[config.mk]
export PLATFORM = sky130hd
export DESIGN_NAME = ata_pio_lba28_read_sequencer_core
export DESIGN_NICKNAME = d
export VERILOG_FILES = /design/src/rtl/apls_pkg.sv /design/src/rtl/ata_pio_lba28_read_sequencer_core.sv /design/src/rtl/apls_ctrl.sv /design/src/rtl/apls_emit.sv
export SDC_FILE = /design/constraint.sdc
export NUM_CORES = 1
export LEC_CHECK = 0
export BUFFER_PORTS_ARGS = -buffer_cell sky130_fd_sc_hd__buf_2
export CAP_MARGIN = 20
export CORE_ASPECT_RATIO = 0.9
export CORE_MARGIN = 2
export CORE_UTILIZATION = 40
export DETAILED_ROUTE_END_ITERATION = 7
export PLACE_DENSITY = 0.63
export SLEW_MARGIN = 20
export SYNTH_ARGS = -nofsm -noshare
export SYNTH_HDL_FRONTEND = slang
export SYNTH_SLANG_ARGS = --single-unit
[constraint.sdc]
create_clock -name clk_i -period 6.1 [get_ports clk_i]
set_input_delay 1.22 -clock clk_i [delete_from_list [all_inputs] [get_ports clk_i]]
set_output_delay 1.22 -clock clk_i [all_outputs]
set_load 0.01 [all_outputs]
[src/rtl/apls_pkg.sv]
`timescale 1ns / 1ps
// Shared types, codes and constants of the ATA PIO LBA28 read sequencer.
// Used by apls_ctrl, apls_emit and the top level; no dependencies.
package apls_pkg;

  localparam int unsigned WordsPerSector = 256;

  localparam logic [19:0] SpinReset = 20'd100000;

  localparam logic [1:0] ReqStart  = 2'd0;
  localparam logic [1:0] ReqStatus = 2'd1;
  localparam logic [1:0] ReqData   = 2'd2;

  localparam logic [1:0] KindWrite   = 2'd0;
  localparam logic [1:0] KindReadReq = 2'd1;
  localparam logic [1:0] KindWord    = 2'd2;
  localparam logic [1:0] KindDone    = 2'd3;

  localparam logic [1:0] FailNone    = 2'd0;
  localparam logic [1:0] FailBadReq  = 2'd1;
  localparam logic [1:0] FailTimeout = 2'd2;
  localparam logic [1:0] FailDevice  = 2'd3;

  localparam logic [9:0] PortData   = 10'h1F0;
  localparam logic [9:0] PortCount  = 10'h1F2;
  localparam logic [9:0] PortLbaLo  = 10'h1F3;
  localparam logic [9:0] PortLbaMid = 10'h1F4;
  localparam logic [9:0] PortLbaHi  = 10'h1F5;
  localparam logic [9:0] PortDrive  = 10'h1F6;
  localparam logic [9:0] PortStatus = 10'h1F7;
  localparam logic [9:0] PortAlt    = 10'h3F6;
  localparam logic [9:0] PortWait   = 10'h080;

  localparam logic [7:0] CmdRead     = 8'h20;
  localparam logic [7:0] DhLbaMaster = 8'hE0;
  localparam logic [7:0] CtrlNien    = 8'h02;

  localparam int unsigned StErr = 0;
  localparam int unsigned StDrq = 3;
  localparam int unsigned StDf  = 5;
  localparam int unsigned StBsy = 7;

  localparam logic [3:0] CmdLastIdx = 4'd8;

  typedef struct packed {
    logic [1:0]  kind;
    logic [9:0]  port;
    logic [15:0] value;
    logic [15:0] word_index;
    logic        read_ok;
    logic [1:0]  fail_code;
  } res_t;

  typedef struct packed {
    logic        cmd;
    logic [3:0]  last_idx;
    res_t        r0;
    res_t        r1;
    logic [27:0] lba;
    logic [7:0]  cnt;
    logic [28:0] last_block;
  } burst_t;

  function automatic res_t mk_res(input logic [1:0] kind, input logic [9:0] port,
                                  input logic [15:0] value);
    res_t r;
    r            = '0;
    r.kind       = kind;
    r.port       = port;
    r.value      = value;
    return r;
  endfunction

  function automatic res_t cmd_result(input logic [3:0] idx, input logic [27:0] lba,
                                      input logic [7:0] cnt);
    res_t r;
    case (idx)
      4'd0:    r = mk_res(KindWrite, PortAlt, {8'd0, CtrlNien});
      4'd1:    r = mk_res(KindWrite, PortDrive, {8'd0, DhLbaMaster | {4'd0, lba[27:24]}});
      4'd2:    r = mk_res(KindWrite, PortWait, 16'd0);
      4'd3:    r = mk_res(KindWrite, PortCount, {8'd0, cnt});
      4'd4:    r = mk_res(KindWrite, PortLbaLo, {8'd0, lba[7:0]});
      4'd5:    r = mk_res(KindWrite, PortLbaMid, {8'd0, lba[15:8]});
      4'd6:    r = mk_res(KindWrite, PortLbaHi, {8'd0, lba[23:16]});
      4'd7:    r = mk_res(KindWrite, PortStatus, {8'd0, CmdRead});
      4'd8:    r = mk_res(KindReadReq, PortStatus, 16'd0);
      default: r = '0;
    endcase
    return r;
  endfunction

endpackage

[src/rtl/ata_pio_lba28_read_sequencer_core.sv]
`timescale 1ns / 1ps
// Top level of the ATA PIO LBA28 read sequencer: apls_ctrl feeding apls_emit.
// Depends on apls_pkg, apls_ctrl and apls_emit.
//
//   channel | handshake               | payload
//   --------+-------------------------+----------------------------------------------
//   in      | in_valid_i / in_ready_o | req_type, start_lba, count, status_byte, data_word
//   out     | out_valid_o/out_ready_i | out_kind, port, value, word_index, read_ok,
//           |                         | fail_code, last_block, is_last
//   cfg     | cfg_valid_i/cfg_ready_o | cfg_spin_limit_i (always ready)
//
// A transaction is held in the input register, then its results leave the result
// register one per cycle while out_ready_i is high: one result for most transactions,
// two for a data word, nine for the command burst after busy clears. The result
// register sets the rate. Transactions that fit no phase are dropped, even in a stall.
// Reset leaves the block idle with spin limit 100000; an output stall otherwise holds both stages.
module ata_pio_lba28_read_sequencer_core (
  input  logic        clk_i,
  input  logic        rst_ni,
  input  logic        in_valid_i,
  output logic        in_ready_o,
  input  logic [1:0]  req_type_i,
  input  logic [31:0] start_lba_i,
  input  logic [7:0]  count_i,
  input  logic [7:0]  status_byte_i,
  input  logic [15:0] data_word_i,
  input  logic        cfg_valid_i,
  output logic        cfg_ready_o,
  input  logic [19:0] cfg_spin_limit_i,
  output logic        out_valid_o,
  input  logic        out_ready_i,
  output logic [1:0]  out_kind_o,
  output logic [9:0]  port_o,
  output logic [15:0] value_o,
  output logic [15:0] word_index_o,
  output logic        read_ok_o,
  output logic [1:0]  fail_code_o,
  output logic [28:0] last_block_o,
  output logic        is_last_o
);

  logic             emit_free;
  logic             load;
  apls_pkg::burst_t burst;

  assign cfg_ready_o = 1'b1;

  apls_ctrl u_ctrl (
    .clk_i            (clk_i),
    .rst_ni           (rst_ni),
    .in_valid_i       (in_valid_i),
    .in_ready_o       (in_ready_o),
    .req_type_i       (req_type_i),
    .start_lba_i      (start_lba_i),
    .count_i          (count_i),
    .status_byte_i    (status_byte_i),
    .data_word_i      (data_word_i),
    .cfg_valid_i      (cfg_valid_i),
    .cfg_spin_limit_i (cfg_spin_limit_i),
    .emit_free_i      (emit_free),
    .load_o           (load),
    .burst_o          (burst)
  );

  apls_emit u_emit (
    .clk_i        (clk_i),
    .rst_ni       (rst_ni),
    .load_i       (load),
    .burst_i      (burst),
    .emit_free_o  (emit_free),
    .out_valid_o  (out_valid_o),
    .out_ready_i  (out_ready_i),
    .out_kind_o   (out_kind_o),
    .port_o       (port_o),
    .value_o      (value_o),
    .word_index_o (word_index_o),
    .read_ok_o    (read_ok_o),
    .fail_code_o  (fail_code_o),
    .last_block_o (last_block_o),
    .is_last_o    (is_last_o)
  );

endmodule

[src/rtl/apls_ctrl.sv]
`timescale 1ns / 1ps
// Input register, sequencer state and per-transaction decision logic.
// Depends on apls_pkg; feeds a result burst descriptor to apls_emit.
module apls_ctrl (
  input  logic                 clk_i,
  input  logic                 rst_ni,
  input  logic                 in_valid_i,
  output logic                 in_ready_o,
  input  logic [1:0]           req_type_i,
  input  logic [31:0]          start_lba_i,
  input  logic [7:0]           count_i,
  input  logic [7:0]           status_byte_i,
  input  logic [15:0]          data_word_i,
  input  logic                 cfg_valid_i,
  input  logic [19:0]          cfg_spin_limit_i,
  input  logic                 emit_free_i,
  output logic                 load_o,
  output apls_pkg::burst_t     burst_o
);

  localparam logic [1:0] PhIdle     = 2'd0;
  localparam logic [1:0] PhWaitBusy = 2'd1;
  localparam logic [1:0] PhWaitDrq  = 2'd2;
  localparam logic [1:0] PhData     = 2'd3;

  logic        hold_v_q;
  logic [1:0]  req_q;
  logic [31:0] lba_q;
  logic [7:0]  cnt_q;
  logic [7:0]  st_q;
  logic [15:0] dw_q;

  logic [1:0]  phase_q, phase_d;
  logic [19:0] spin_limit_q;
  logic [19:0] spin_q, spin_d;
  logic [27:0] base_q, base_d;
  logic [7:0]  total_q, total_d;
  logic [7:0]  sidx_q, sidx_d;
  logic [7:0]  widx_q, widx_d;
  logic [28:0] last_block_q, last_block_d;
  logic        ok_q, ok_d;

  logic        ignore;
  logic        consume;
  logic [20:0] spin_next;
  logic        timeout;
  logic [8:0]  word_next;
  logic [7:0]  sidx_next;
  logic [28:0] fail_blk;
  logic [28:0] done_blk;
  logic [15:0] word_pos;
  apls_pkg::burst_t burst;

  assign spin_next = {1'b0, spin_q} + 21'd1;
  assign timeout   = spin_next >= {1'b0, spin_limit_q};
  assign word_next = {1'b0, widx_q} + 9'd1;
  assign sidx_next = sidx_q + 8'd1;
  assign fail_blk  = {1'b0, base_q} + {21'd0, sidx_q};
  assign done_blk  = {1'b0, base_q} + {21'd0, total_q} - 29'd1;
  assign word_pos  = {8'd0, sidx_q} * 16'(apls_pkg::WordsPerSector) + {8'd0, widx_q};

  always_comb begin
    phase_d      = phase_q;
    spin_d       = spin_q;
    base_d       = base_q;
    total_d      = total_q;
    sidx_d       = sidx_q;
    widx_d       = widx_q;
    last_block_d = last_block_q;
    ok_d         = ok_q;
    ignore       = 1'b1;
    burst        = '0;
    case (phase_q)
      PhIdle: begin
        if (req_q == apls_pkg::ReqStart) begin
          ignore = 1'b0;
          if (cnt_q == 8'd0 || lba_q[31:28] != 4'd0) begin
            ok_d                = 1'b0;
            burst.r0            = apls_pkg::mk_res(apls_pkg::KindDone, 10'd0, 16'd0);
            burst.r0.fail_code  = apls_pkg::FailBadReq;
          end else begin
            base_d   = lba_q[27:0];
            total_d  = cnt_q;
            sidx_d   = 8'd0;
            widx_d   = 8'd0;
            spin_d   = 20'd0;
            phase_d  = PhWaitBusy;
            burst.r0 = apls_pkg::mk_res(apls_pkg::KindReadReq, apls_pkg::PortAlt, 16'd0);
          end
        end
      end
      PhWaitBusy: begin
        if (req_q == apls_pkg::ReqStatus) begin
          ignore = 1'b0;
          if (!st_q[apls_pkg::StBsy]) begin
            burst.cmd      = 1'b1;
            burst.last_idx = apls_pkg::CmdLastIdx;
            burst.lba      = base_q;
            burst.cnt      = total_q;
            spin_d         = 20'd0;
            phase_d        = PhWaitDrq;
          end else if (timeout) begin
            spin_d             = spin_next[19:0];
            ok_d               = 1'b0;
            phase_d            = PhIdle;
            burst.r0           = apls_pkg::mk_res(apls_pkg::KindDone, 10'd0, 16'd0);
            burst.r0.fail_code = apls_pkg::FailTimeout;
          end else begin
            spin_d   = spin_next[19:0];
            burst.r0 = apls_pkg::mk_res(apls_pkg::KindReadReq, apls_pkg::PortAlt, 16'd0);
          end
        end
      end
      PhWaitDrq: begin
        if (req_q == apls_pkg::ReqStatus) begin
          ignore = 1'b0;
          if (st_q[apls_pkg::StErr] || st_q[apls_pkg::StDf]) begin
            ok_d               = 1'b0;
            last_block_d       = fail_blk;
            phase_d            = PhIdle;
            burst.r0           = apls_pkg::mk_res(apls_pkg::KindDone, 10'd0, 16'd0);
            burst.r0.fail_code = apls_pkg::FailDevice;
          end else if (!st_q[apls_pkg::StBsy] && st_q[apls_pkg::StDrq]) begin
            widx_d   = 8'd0;
            phase_d  = PhData;
            burst.r0 = apls_pkg::mk_res(apls_pkg::KindReadReq, apls_pkg::PortData, 16'd0);
          end else if (timeout) begin
            spin_d             = spin_next[19:0];
            ok_d               = 1'b0;
            last_block_d       = fail_blk;
            phase_d            = PhIdle;
            burst.r0           = apls_pkg::mk_res(apls_pkg::KindDone, 10'd0, 16'd0);
            burst.r0.fail_code = apls_pkg::FailTimeout;
          end else begin
            spin_d   = spin_next[19:0];
            burst.r0 = apls_pkg::mk_res(apls_pkg::KindReadReq, apls_pkg::PortStatus, 16'd0);
          end
        end
      end
      PhData: begin
        if (req_q == apls_pkg::ReqData) begin
          ignore               = 1'b0;
          burst.last_idx       = 4'd1;
          burst.r0             = apls_pkg::mk_res(apls_pkg::KindWord, 10'd0, dw_q);
          burst.r0.word_index  = word_pos;
          if (word_next >= 9'(apls_pkg::WordsPerSector)) begin
            widx_d = 8'd0;
            sidx_d = sidx_next;
            if (sidx_next >= total_q) begin
              last_block_d     = done_blk;
              ok_d             = 1'b1;
              phase_d          = PhIdle;
              burst.r1         = apls_pkg::mk_res(apls_pkg::KindDone, 10'd0, 16'd0);
              burst.r1.read_ok = 1'b1;
            end else begin
              spin_d   = 20'd0;
              phase_d  = PhWaitDrq;
              burst.r1 = apls_pkg::mk_res(apls_pkg::KindReadReq, apls_pkg::PortStatus, 16'd0);
            end
          end else begin
            widx_d   = word_next[7:0];
            burst.r1 = apls_pkg::mk_res(apls_pkg::KindReadReq, apls_pkg::PortData, 16'd0);
          end
        end
      end
      default: begin
        phase_d = PhIdle;
      end
    endcase
    burst.last_block = last_block_d;
  end

  assign consume    = hold_v_q && (ignore || emit_free_i);
  assign load_o     = hold_v_q && !ignore && emit_free_i;
  assign burst_o    = burst;
  assign in_ready_o = !hold_v_q || consume;

  always_ff @(posedge clk_i or negedge rst_ni) begin
    if (!rst_ni) begin
      hold_v_q     <= 1'b0;
      phase_q      <= PhIdle;
      spin_limit_q <= apls_pkg::SpinReset;
      spin_q       <= 20'd0;
      base_q       <= 28'd0;
      total_q      <= 8'd0;
      sidx_q       <= 8'd0;
      widx_q       <= 8'd0;
      last_block_q <= 29'd0;
      ok_q         <= 1'b0;
    end else begin
      if (cfg_valid_i) begin
        spin_limit_q <= cfg_spin_limit_i;
      end
      if (in_ready_o) begin
        hold_v_q <= in_valid_i;
      end
      if (consume) begin
        phase_q      <= phase_d;
        spin_q       <= spin_d;
        base_q       <= base_d;
        total_q      <= total_d;
        sidx_q       <= sidx_d;
        widx_q       <= widx_d;
        last_block_q <= last_block_d;
        ok_q         <= ok_d;
      end
    end
  end

  always_ff @(posedge clk_i) begin
    if (in_valid_i && in_ready_o) begin
      req_q <= req_type_i;
      lba_q <= start_lba_i;
      cnt_q <= count_i;
      st_q  <= status_byte_i;
      dw_q  <= data_word_i;
    end
  end

  a_active_has_sectors : assert property (@(posedge clk_i) disable iff (!rst_ni)
    phase_q != PhIdle |-> total_q != 8'd0)
    else $error("active read with zero sector count");

  a_sector_in_range : assert property (@(posedge clk_i) disable iff (!rst_ni)
    (phase_q == PhWaitDrq || phase_q == PhData) |-> sidx_q < total_q)
    else $error("sector index beyond sector count");

  a_ok_only_on_success : assert property (@(posedge clk_i) disable iff (!rst_ni)
    $rose(ok_q) |-> $past(phase_q) == PhData && phase_q == PhIdle)
    else $error("read ok flag set outside a completed read");

endmodule

[src/rtl/apls_emit.sv]
`timescale 1ns / 1ps
// Result register: holds one burst descriptor and hands out its results in order.
// Depends on apls_pkg; loaded by apls_ctrl.
module apls_emit (
  input  logic             clk_i,
  input  logic             rst_ni,
  input  logic             load_i,
  input  apls_pkg::burst_t burst_i,
  output logic             emit_free_o,
  output logic             out_valid_o,
  input  logic             out_ready_i,
  output logic [1:0]       out_kind_o,
  output logic [9:0]       port_o,
  output logic [15:0]      value_o,
  output logic [15:0]      word_index_o,
  output logic             read_ok_o,
  output logic [1:0]       fail_code_o,
  output logic [28:0]      last_block_o,
  output logic             is_last_o
);

  logic             valid_q;
  logic [3:0]       idx_q;
  apls_pkg::burst_t burst_q;
  apls_pkg::res_t   res;
  logic             at_last;

  assign at_last = idx_q == burst_q.last_idx;

  always_comb begin
    if (burst_q.cmd) begin
      res = apls_pkg::cmd_result(idx_q, burst_q.lba, burst_q.cnt);
    end else if (idx_q == 4'd0) begin
      res = burst_q.r0;
    end else begin
      res = burst_q.r1;
    end
  end

  assign emit_free_o  = !valid_q || (out_ready_i && at_last);
  assign out_valid_o  = valid_q;
  assign out_kind_o   = res.kind;
  assign port_o       = res.port;
  assign value_o      = res.value;
  assign word_index_o = res.word_index;
  assign read_ok_o    = res.read_ok;
  assign fail_code_o  = res.fail_code;
  assign last_block_o = burst_q.last_block;
  assign is_last_o    = at_last;

  always_ff @(posedge clk_i or negedge rst_ni) begin
    if (!rst_ni) begin
      valid_q <= 1'b0;
      idx_q   <= 4'd0;
    end else if (load_i) begin
      valid_q <= 1'b1;
      idx_q   <= 4'd0;
    end else if (valid_q && out_ready_i) begin
      if (at_last) begin
        valid_q <= 1'b0;
      end else begin
        idx_q <= idx_q + 4'd1;
      end
    end
  end

  always_ff @(posedge clk_i) begin
    if (load_i) begin
      burst_q <= burst_i;
    end
  end

  a_idx_bounded : assert property (@(posedge clk_i) disable iff (!rst_ni)
    valid_q |-> idx_q <= burst_q.last_idx)
    else $error("result index past end of burst");

  a_short_burst : assert property (@(posedge clk_i) disable iff (!rst_ni)
    valid_q && !burst_q.cmd |-> burst_q.last_idx <= 4'd1)
    else $error("non-command burst longer than two results");

  a_load_when_free : assert property (@(posedge clk_i) disable iff (!rst_ni)
    load_i |-> emit_free_o)
    else $error("burst loaded over pending results");

endmodule
# Word-level counts from Yosys, hierarchy flattened
# Cells that the tools add are included.
word_totals:
  register_bits: 359
  latch_bits: 0
  ramBits: 0
  romBits: 0
  output_inout_bits: 80
  elab_cells: 181
  memories: 0
classes:
  addsub: 8
  multipliers: 0
  div: 0
  order_cmp: 3
  n_eq_ne: 25
  shifts: 0
  muxes: 70
  bitwise: 3
  reduce_logical: 37
op_table:
  columns: ["operator", "count"]
  rows:
  - ["47-bit 2-to-1 mux", 12]
  - ["46-bit case mux with 9 select lines", 1]
  - ["29-bit 2-to-1 mux", 7]
  - ["20-bit 2-to-1 mux", 10]
  - ["47-bit case mux with 4 select lines", 1]
  - ["95-bit 2-to-1 mux", 1]
  - ["20-bit case mux with 4 select lines", 1]
  - ["8-bit 2-to-1 mux", 9]
  - ["28-bit by 8-bit adder with 29-bit output", 2]
  - ["29-bit case mux with 2 select lines", 1]
  - ["51-bit 2-to-1 mux", 1]
  - ["29-bit by 1-bit subtractor with 29-bit output, second input constant", 1]
  - ["8-bit case mux with 3 select lines", 1]
  - ["2-bit 2-to-1 mux", 11]
  - ["20-bit by 1-bit adder with 21-bit output, second input constant", 1]
  - ["21-bit by 20-bit >= comparator with 1-bit output", 1]
  - ["16-bit by 8-bit adder with 16-bit output", 1]
  - ["4-bit by 3-bit equality test with 1-bit output, second input constant", 4]
  - ["8-bit case mux with 2 select lines", 1]
  - ["4-bit 2-to-1 mux", 3]
  - ["2-bit by 1-bit inequality test with 1-bit output, second input constant", 6]
  - ["2-bit inequality test, second input constant", 5]
  - ["10-bit AND reduction", 1]
  - ["8-bit by 1-bit adder with 9-bit output, second input constant", 1]
  - ["other kinds (33)", 63]

# Depth between registers and ports, before layout
depth:
  word_depth: 8
  depth_mapped: 18
  mapped_depth_nobuf: 16

# By module
# Synthesis repeated with hierarchy kept, for this count alone.
hier_totals:
  hier_cells: 1872
  hier_area_um2: 19528.7
by_module_without_submodules:
  columns: ["module", "instances", "cells_per_inst", "area_per_inst_um2", "seq_area_each_um2"]
  rows:
  - ["apls_ctrl", 1, 1434, 12926.1, 4972.3]
  - ["apls_emit", 1, 436, 6591.3, 5049.8]
  - ["ata_pio_lba28_read_sequencer_core", 1, 2, 11.3, 0.0]

# Least setup slack after synthesis
# No wires, ideal clock.
synth_path:
  kind: "register -> register"
  start: "register u_ctrl.phase_q[0]"
  end: "register u_ctrl.cnt_q[0], enable pin"
  setup_ps: 490
  t_arrival_ps: 4316
  required_time_ps: 5610
  path_slack_ps: 1295
  path_stages_with_launch: 10
  path_buffers: 1
  period_less_slack_ps: 4805
  path_cell_list: "dfrtp_1 > inv_1 > ha_1 > clkbuf_1 > a21oi_1 > o31ai_1 > inv_1 > nand2_1 > nor2_1 > nor2b_1"
synth_between:
  elab_chain_len: 7
  elab_cells_between_ends: 10
synth_lines:
  columns: ["item", "line", "source"]
  rows:
  - ["from (decl)", "apls_ctrl.sv:33", "logic [1:0] phase_q, phase_d;"]
  - ["from (signal assigned)", "apls_ctrl.sv:181", "phase_q <= PhIdle;"]
  - ["from (signal assigned)", "apls_ctrl.sv:198", "phase_q <= phase_d;"]
  - ["2-bit equality test or 2-bit by 1-bit equality test with 1-bit output (tied branches)", "apls_ctrl.sv:73", "case (phase_q)"]
  - ["2-bit OR reduction (no source line)", null, null]
  - ["1-bit case mux with 3 select lines (*)", "apls_ctrl.sv:73", null]
  - ["1-bit logical OR (*)", "apls_ctrl.sv:173", "assign consume = hold_v_q && (ignore || emit_free_i);"]
  - ["1-bit logical AND (*)", "apls_ctrl.sv:173", null]
  - ["1-bit logical OR (*)", "apls_ctrl.sv:176", "assign in_ready_o = !hold_v_q || consume;"]
  - ["1-bit logical AND (*)", "apls_ctrl.sv:211", "if (in_valid_i && in_ready_o) begin"]
  - ["to (signal assigned)", "apls_ctrl.sv:214", "cnt_q <= count_i;"]
  - ["to (decl)", "apls_ctrl.sv:29", "logic [7:0] cnt_q;"]
# Every way passes the cells marked *; elsewhere a longest branch is shown, timed or not.
# A chain may end at the register's enable or synchronous reset.

# Final worst setup path
layout_path:
  start: "register u_ctrl.spin_q[0]"
  end: "register u_ctrl.last_block_q[25]"
layout_between:
  elab_chain_len: 7
layout_lines:
  columns: ["item", "line", "source"]
  rows:
  - ["from (decl)", "apls_ctrl.sv:35", "logic [19:0] spin_q, spin_d;"]
  - ["from (signal assigned)", "apls_ctrl.sv:199", "spin_q <= spin_d;"]
  - ["20-bit by 1-bit adder with 21-bit output", "apls_ctrl.sv:54", "assign spin_next = {1'b0, spin_q} + 21'd1;"]
  - ["21-bit by 20-bit >= comparator with 1-bit output", "apls_ctrl.sv:55", "assign timeout = spin_next >= {1'b0, spin_limit_q};"]
  - ["29-bit 2-to-1 mux", "apls_ctrl.sv:127", "end else if (timeout) begin"]
  - ["29-bit 2-to-1 mux", "apls_ctrl.sv:123", "end else if (!st_q[apls_pkg::StBsy] && st_q[apls_pkg::StDrq]) begin"]
  - ["29-bit 2-to-1 mux", "apls_ctrl.sv:117", "if (st_q[apls_pkg::StErr] || st_q[apls_pkg::StDf]) begin"]
  - ["29-bit 2-to-1 mux", "apls_ctrl.sv:115", "if (req_q == apls_pkg::ReqStatus) begin"]
  - ["29-bit case mux with 2 select lines", "apls_ctrl.sv:73", null]
  - ["to (signal assigned)", "apls_ctrl.sv:204", "last_block_q <= last_block_d;"]
  - ["to (decl)", "apls_ctrl.sv:40", "logic [28:0] last_block_q, last_block_d;"]
# No other way between the ends.

==> flow_metrics.py <==
metrics = {
    "critical_path": {
        "criticalPathCategory": "reg -> reg",
        "cp.required_ns": 6.51,
        "max_stage_delay_ns": 0.78,
        "timing.critical_path.from_type": "flip-flop",
        "arrival_ns": 5.50,
        "endpoint_kind": "flip-flop",
        "slowest_stage": "or3_1",
        "crit_chain": "ha_1 > and3_2 > nand3_4 > nor3_1 > nand2_1 > xnor2_1 > ha_1 > nand3_1 > nor2_1 > nor4b_1 > a2111oi_2 > or3_1 > nand2_2 > nand3_1 > a221o_1",
        "path_max_fanout": 18,
        "cp_top_family": "simple AND/OR/NAND/NOR gates",
        "cp.buffers_inverters": 0,
    },
    "pwr": {
        "p_comb_share_pct": 47.1,
        "power_leakage_nw": 8.32,
        "switching_share_pct": 41.7,
        "net-switching-power_w": 0.00409,
        "peakVddDrop_uv": 309,
        "power.density_nw_per_um2": 515,
        "pwr-share-seq_pct": 31.6,
        "p_int_w": 0.00572,
        "power.total_w": 0.00982,
        "clock_power_share_pct": 21.3,
    },
    "yosys": {
        "yosysSeqAreaShare_pct": 50.4,
        "synth.cell_area_um2": 16800,
        "synth_edf_count": 174,
        "post_synth.cell_area_avg_um2": 10.6,
        "synth_seq_cells": 303,
        "syn-num-nets": 1774,
        "synth_top_area_cell": "edfxtp_1",
        "syn_inst": 1578,
        "synth.distinct_cells": 83,
        "synth_top_area_share_pct": 31.1,
        "synth_ff_type": "edfxtp_1",
        "synth.area.top_cells": "edfxtp_1 (31%), dfrtp_1 (18%), ha_1 (7.7%), and2_1 (3.7%), nand2_1 (3.6%)",
        "yosysWarnings": 0,
        "async_flop_share_pct": 42.6,
    },
    "clocking": {
        "post_cts_resized": 0,
        "hold_buffers": 0,
        "cts.sinks": 303,
        "cts.htree.levels": 2,
        "clk_pin_slew_ns": 0.06,
        "clock_path_buffers": 3,
        "cts_setup_buffers": 0,
        "root_buffer": "clkbuf_16",
        "cts_tree": "done",
        "clock_latency_ns": 0.53,
        "cts_made_buffers": 36,
    },
    "finish": {
        "drive_gt1_share_pct": 18.4,
        "diodes": 0,
        "post-route-util_pct": 45.9,
        "area_delta_synth_final_pct": 13.6,
        "seqCellArea_um2": 8460,
        "final_nets": 1894,
        "multi_input_area_um2": 7460,
        "n_fill_cell": 3910,
    },
    "timing": {
        "finalCritPeriodShare_pct": 83.4,
        "tightestPinTransition_ns": 1.09,
        "rsz0062_at_grt": "false",
        "tns_ns": 0,
        "finalHoldViolCount": 0,
        "fin_ws_ns": 1.01,
        "max_freq_ghz": 0.197,
        "fin_crit_ns": 5.09,
        "slew_viol_final": 0,
        "maxSlewHeadroom_pct": 26.7,
        "setup_viol": 0,
        "fin_worst_skew_ns": 0.0110,
    },
    "grt": {
        "grt_overflow": 0,
        "grt_max_degree": 63,
        "grt_pass1_vias": 11700,
        "antenna_found_initial": 0,
        "grt_usage_pct": 20.0,
        "grt_pass1_wl_mm": 67.0,
    },
    "floorplan": {
        "die_x_um": 220,
        "die_h_um": 198,
        "start_util_pct": 40.4,
        "die-area_um2": 43600,
        "core_area_um2": 41600,
        "pin_count": 171,
        "rows": 71,
    },
    "place": {
        "gp_congestion": 0.895,
        "dp.final_hpwl_mm": 31.3,
        "port_buffers": 164,
        "pre_cts_ws_ns": 1.10,
    },
    "run_status": {
        "status": "finished, final reports clean",
    },
    "run": {
        "cap_viol_max_count": 0,
    },
    "detailed_routing": {
        "viasPerCell": 5.40,
        "wirelength_mm": 43.5,
        "drt_iter0_drc": 1053,
        "first_pass_iters": 5,
        "wl_per_cell_um": 19.1,
        "vias": 12300,
        "drc": 0,
        "ant_nets": 0,
    },
    "worst_hold_path": {
        "hold_class": "reg -> reg",
    },
}
[cell usage in the layout (no fill, tap or decap), drive strengths merged, types with 49 or more instances in the layout]
master / Yosys / final
buf: 44 / 179
edfxtp: 174 / 174
nand2: 160 / 160
dfrtp: 123 / 123
o21ai: 117 / 117
ha: 103 / 103
inv: 99 / 101
and2: 98 / 98
nor2: 74 / 74
a21oi: 64 / 64
xnor2: 52 / 52
nand3: 52 / 52
clkbuf: 53 / 49
[cell families (layout without fill, tap and decap cells)]
kind of cell / after synthesis / count (layout) / synth area share (%)
simple gates: 492 / 492 / 14.9
other cells: 2 / 2 / 0.0448
buf+inv: 196 / 343 / 5.28
fa+ha+maj: 105 / 105 / 7.92
compound gates: 344 / 344 / 13.6
flops: 303 / 303 / 50.4
xor+xnor: 78 / 78 / 4.07
mux: 58 / 58 / 3.79
[cell usage after synthesis, drive strengths merged (14+ instances only)]
library cell    n
dfrtp         123
and2           98
mux2           44
and3           16
nand2         160
xor2           26
nand3          52
mux2i          14
ha            103
edfxtp        174
o21ai         117
buf            44
a22o           19
nor3           14
a21o           24
inv            99
clkbuf         53
a21oi          64
o211ai         14
nand4          19
nor2           74
xnor2          52
[through the flow]
step           instance area, um^2  hold slack [ns]  std cells
2_1_floorplan                16800            0.450       1578
3_3_place_gp                 17900            0.462       2207
3_5_place_dp                 17900            0.464       2207
4_1_cts                      19100            0.478       2272
5_1_grt                      19100            0.484       2272
6_report                     19100            0.473       2272
[registers in the layout (all words and copies together), names as in the netlist, 16 cells and up]
name and flops:
u_ctrl.spin_q 20, u_ctrl.spin_limit_q 20, u_emit.burst_q 83, u_ctrl.last_block_q 29, u_emit.last_block_o 29, u_ctrl.lba_q 32, u_ctrl.dw_q 16, u_ctrl.base_q 28
[layer usage]
metal	vias up	track usage [%]	wire length [um]
li1	5846	-	-
met4	0	5.79	895
met1	6024	29.3	20400
met2	344	30.7	19500
met3	44	2.98	2660
met5	-	0	0
[final timing paths]
path	slack [ns]	startpoint	end	cells after the start
setup reg to reg	1.01	u_ctrl.spin_q[0]$_DFFE_PN0P_	u_ctrl.last_block_q[25]$_DFFE_PN0P_	15
min in group asynchronous	0.73	rst_ni	u_ctrl.spin_limit_q[1]$_DFFE_PN0P_	1
hold reg to reg	0.47	u_ctrl.lba_q[16]$_DFFE_PP_	u_ctrl.base_q[16]$_DFFE_PN0P_	1
setup / recovery	1.01	u_ctrl.spin_q[0]$_DFFE_PN0P_	u_ctrl.last_block_q[25]$_DFFE_PN0P_	15
max in group asynchronous	4.24	rst_ni	u_ctrl.base_q[7]$_DFFE_PN0P_	2
hold / removal	0.47	u_ctrl.lba_q[16]$_DFFE_PP_	u_ctrl.base_q[16]$_DFFE_PN0P_	1
[cell type report]
class                   count  area share (%)
flip-flops and latches    303            44.4
multi-input cells        1079            39.1
clock buffers              49            5.24
repair buffers            179            4.91
well taps                 547            3.59
inverters                  99            1.95
clock inverters            16           0.814
[power groups by stage]
stage	registers (W)	logic [W]	clock network, W
6_report	0.00310	0.00463	0.00209
4_1_cts	0.00310	0.00462	0.00216
2_1_floorplan	0.00294	0.00348	0
5_1_grt	0.00315	0.00514	0.00222
3_5_place_dp	0.00313	0.00459	0
3_3_place_gp	0.00312	0.00457	0
Power figures use the tool's default switching activity.
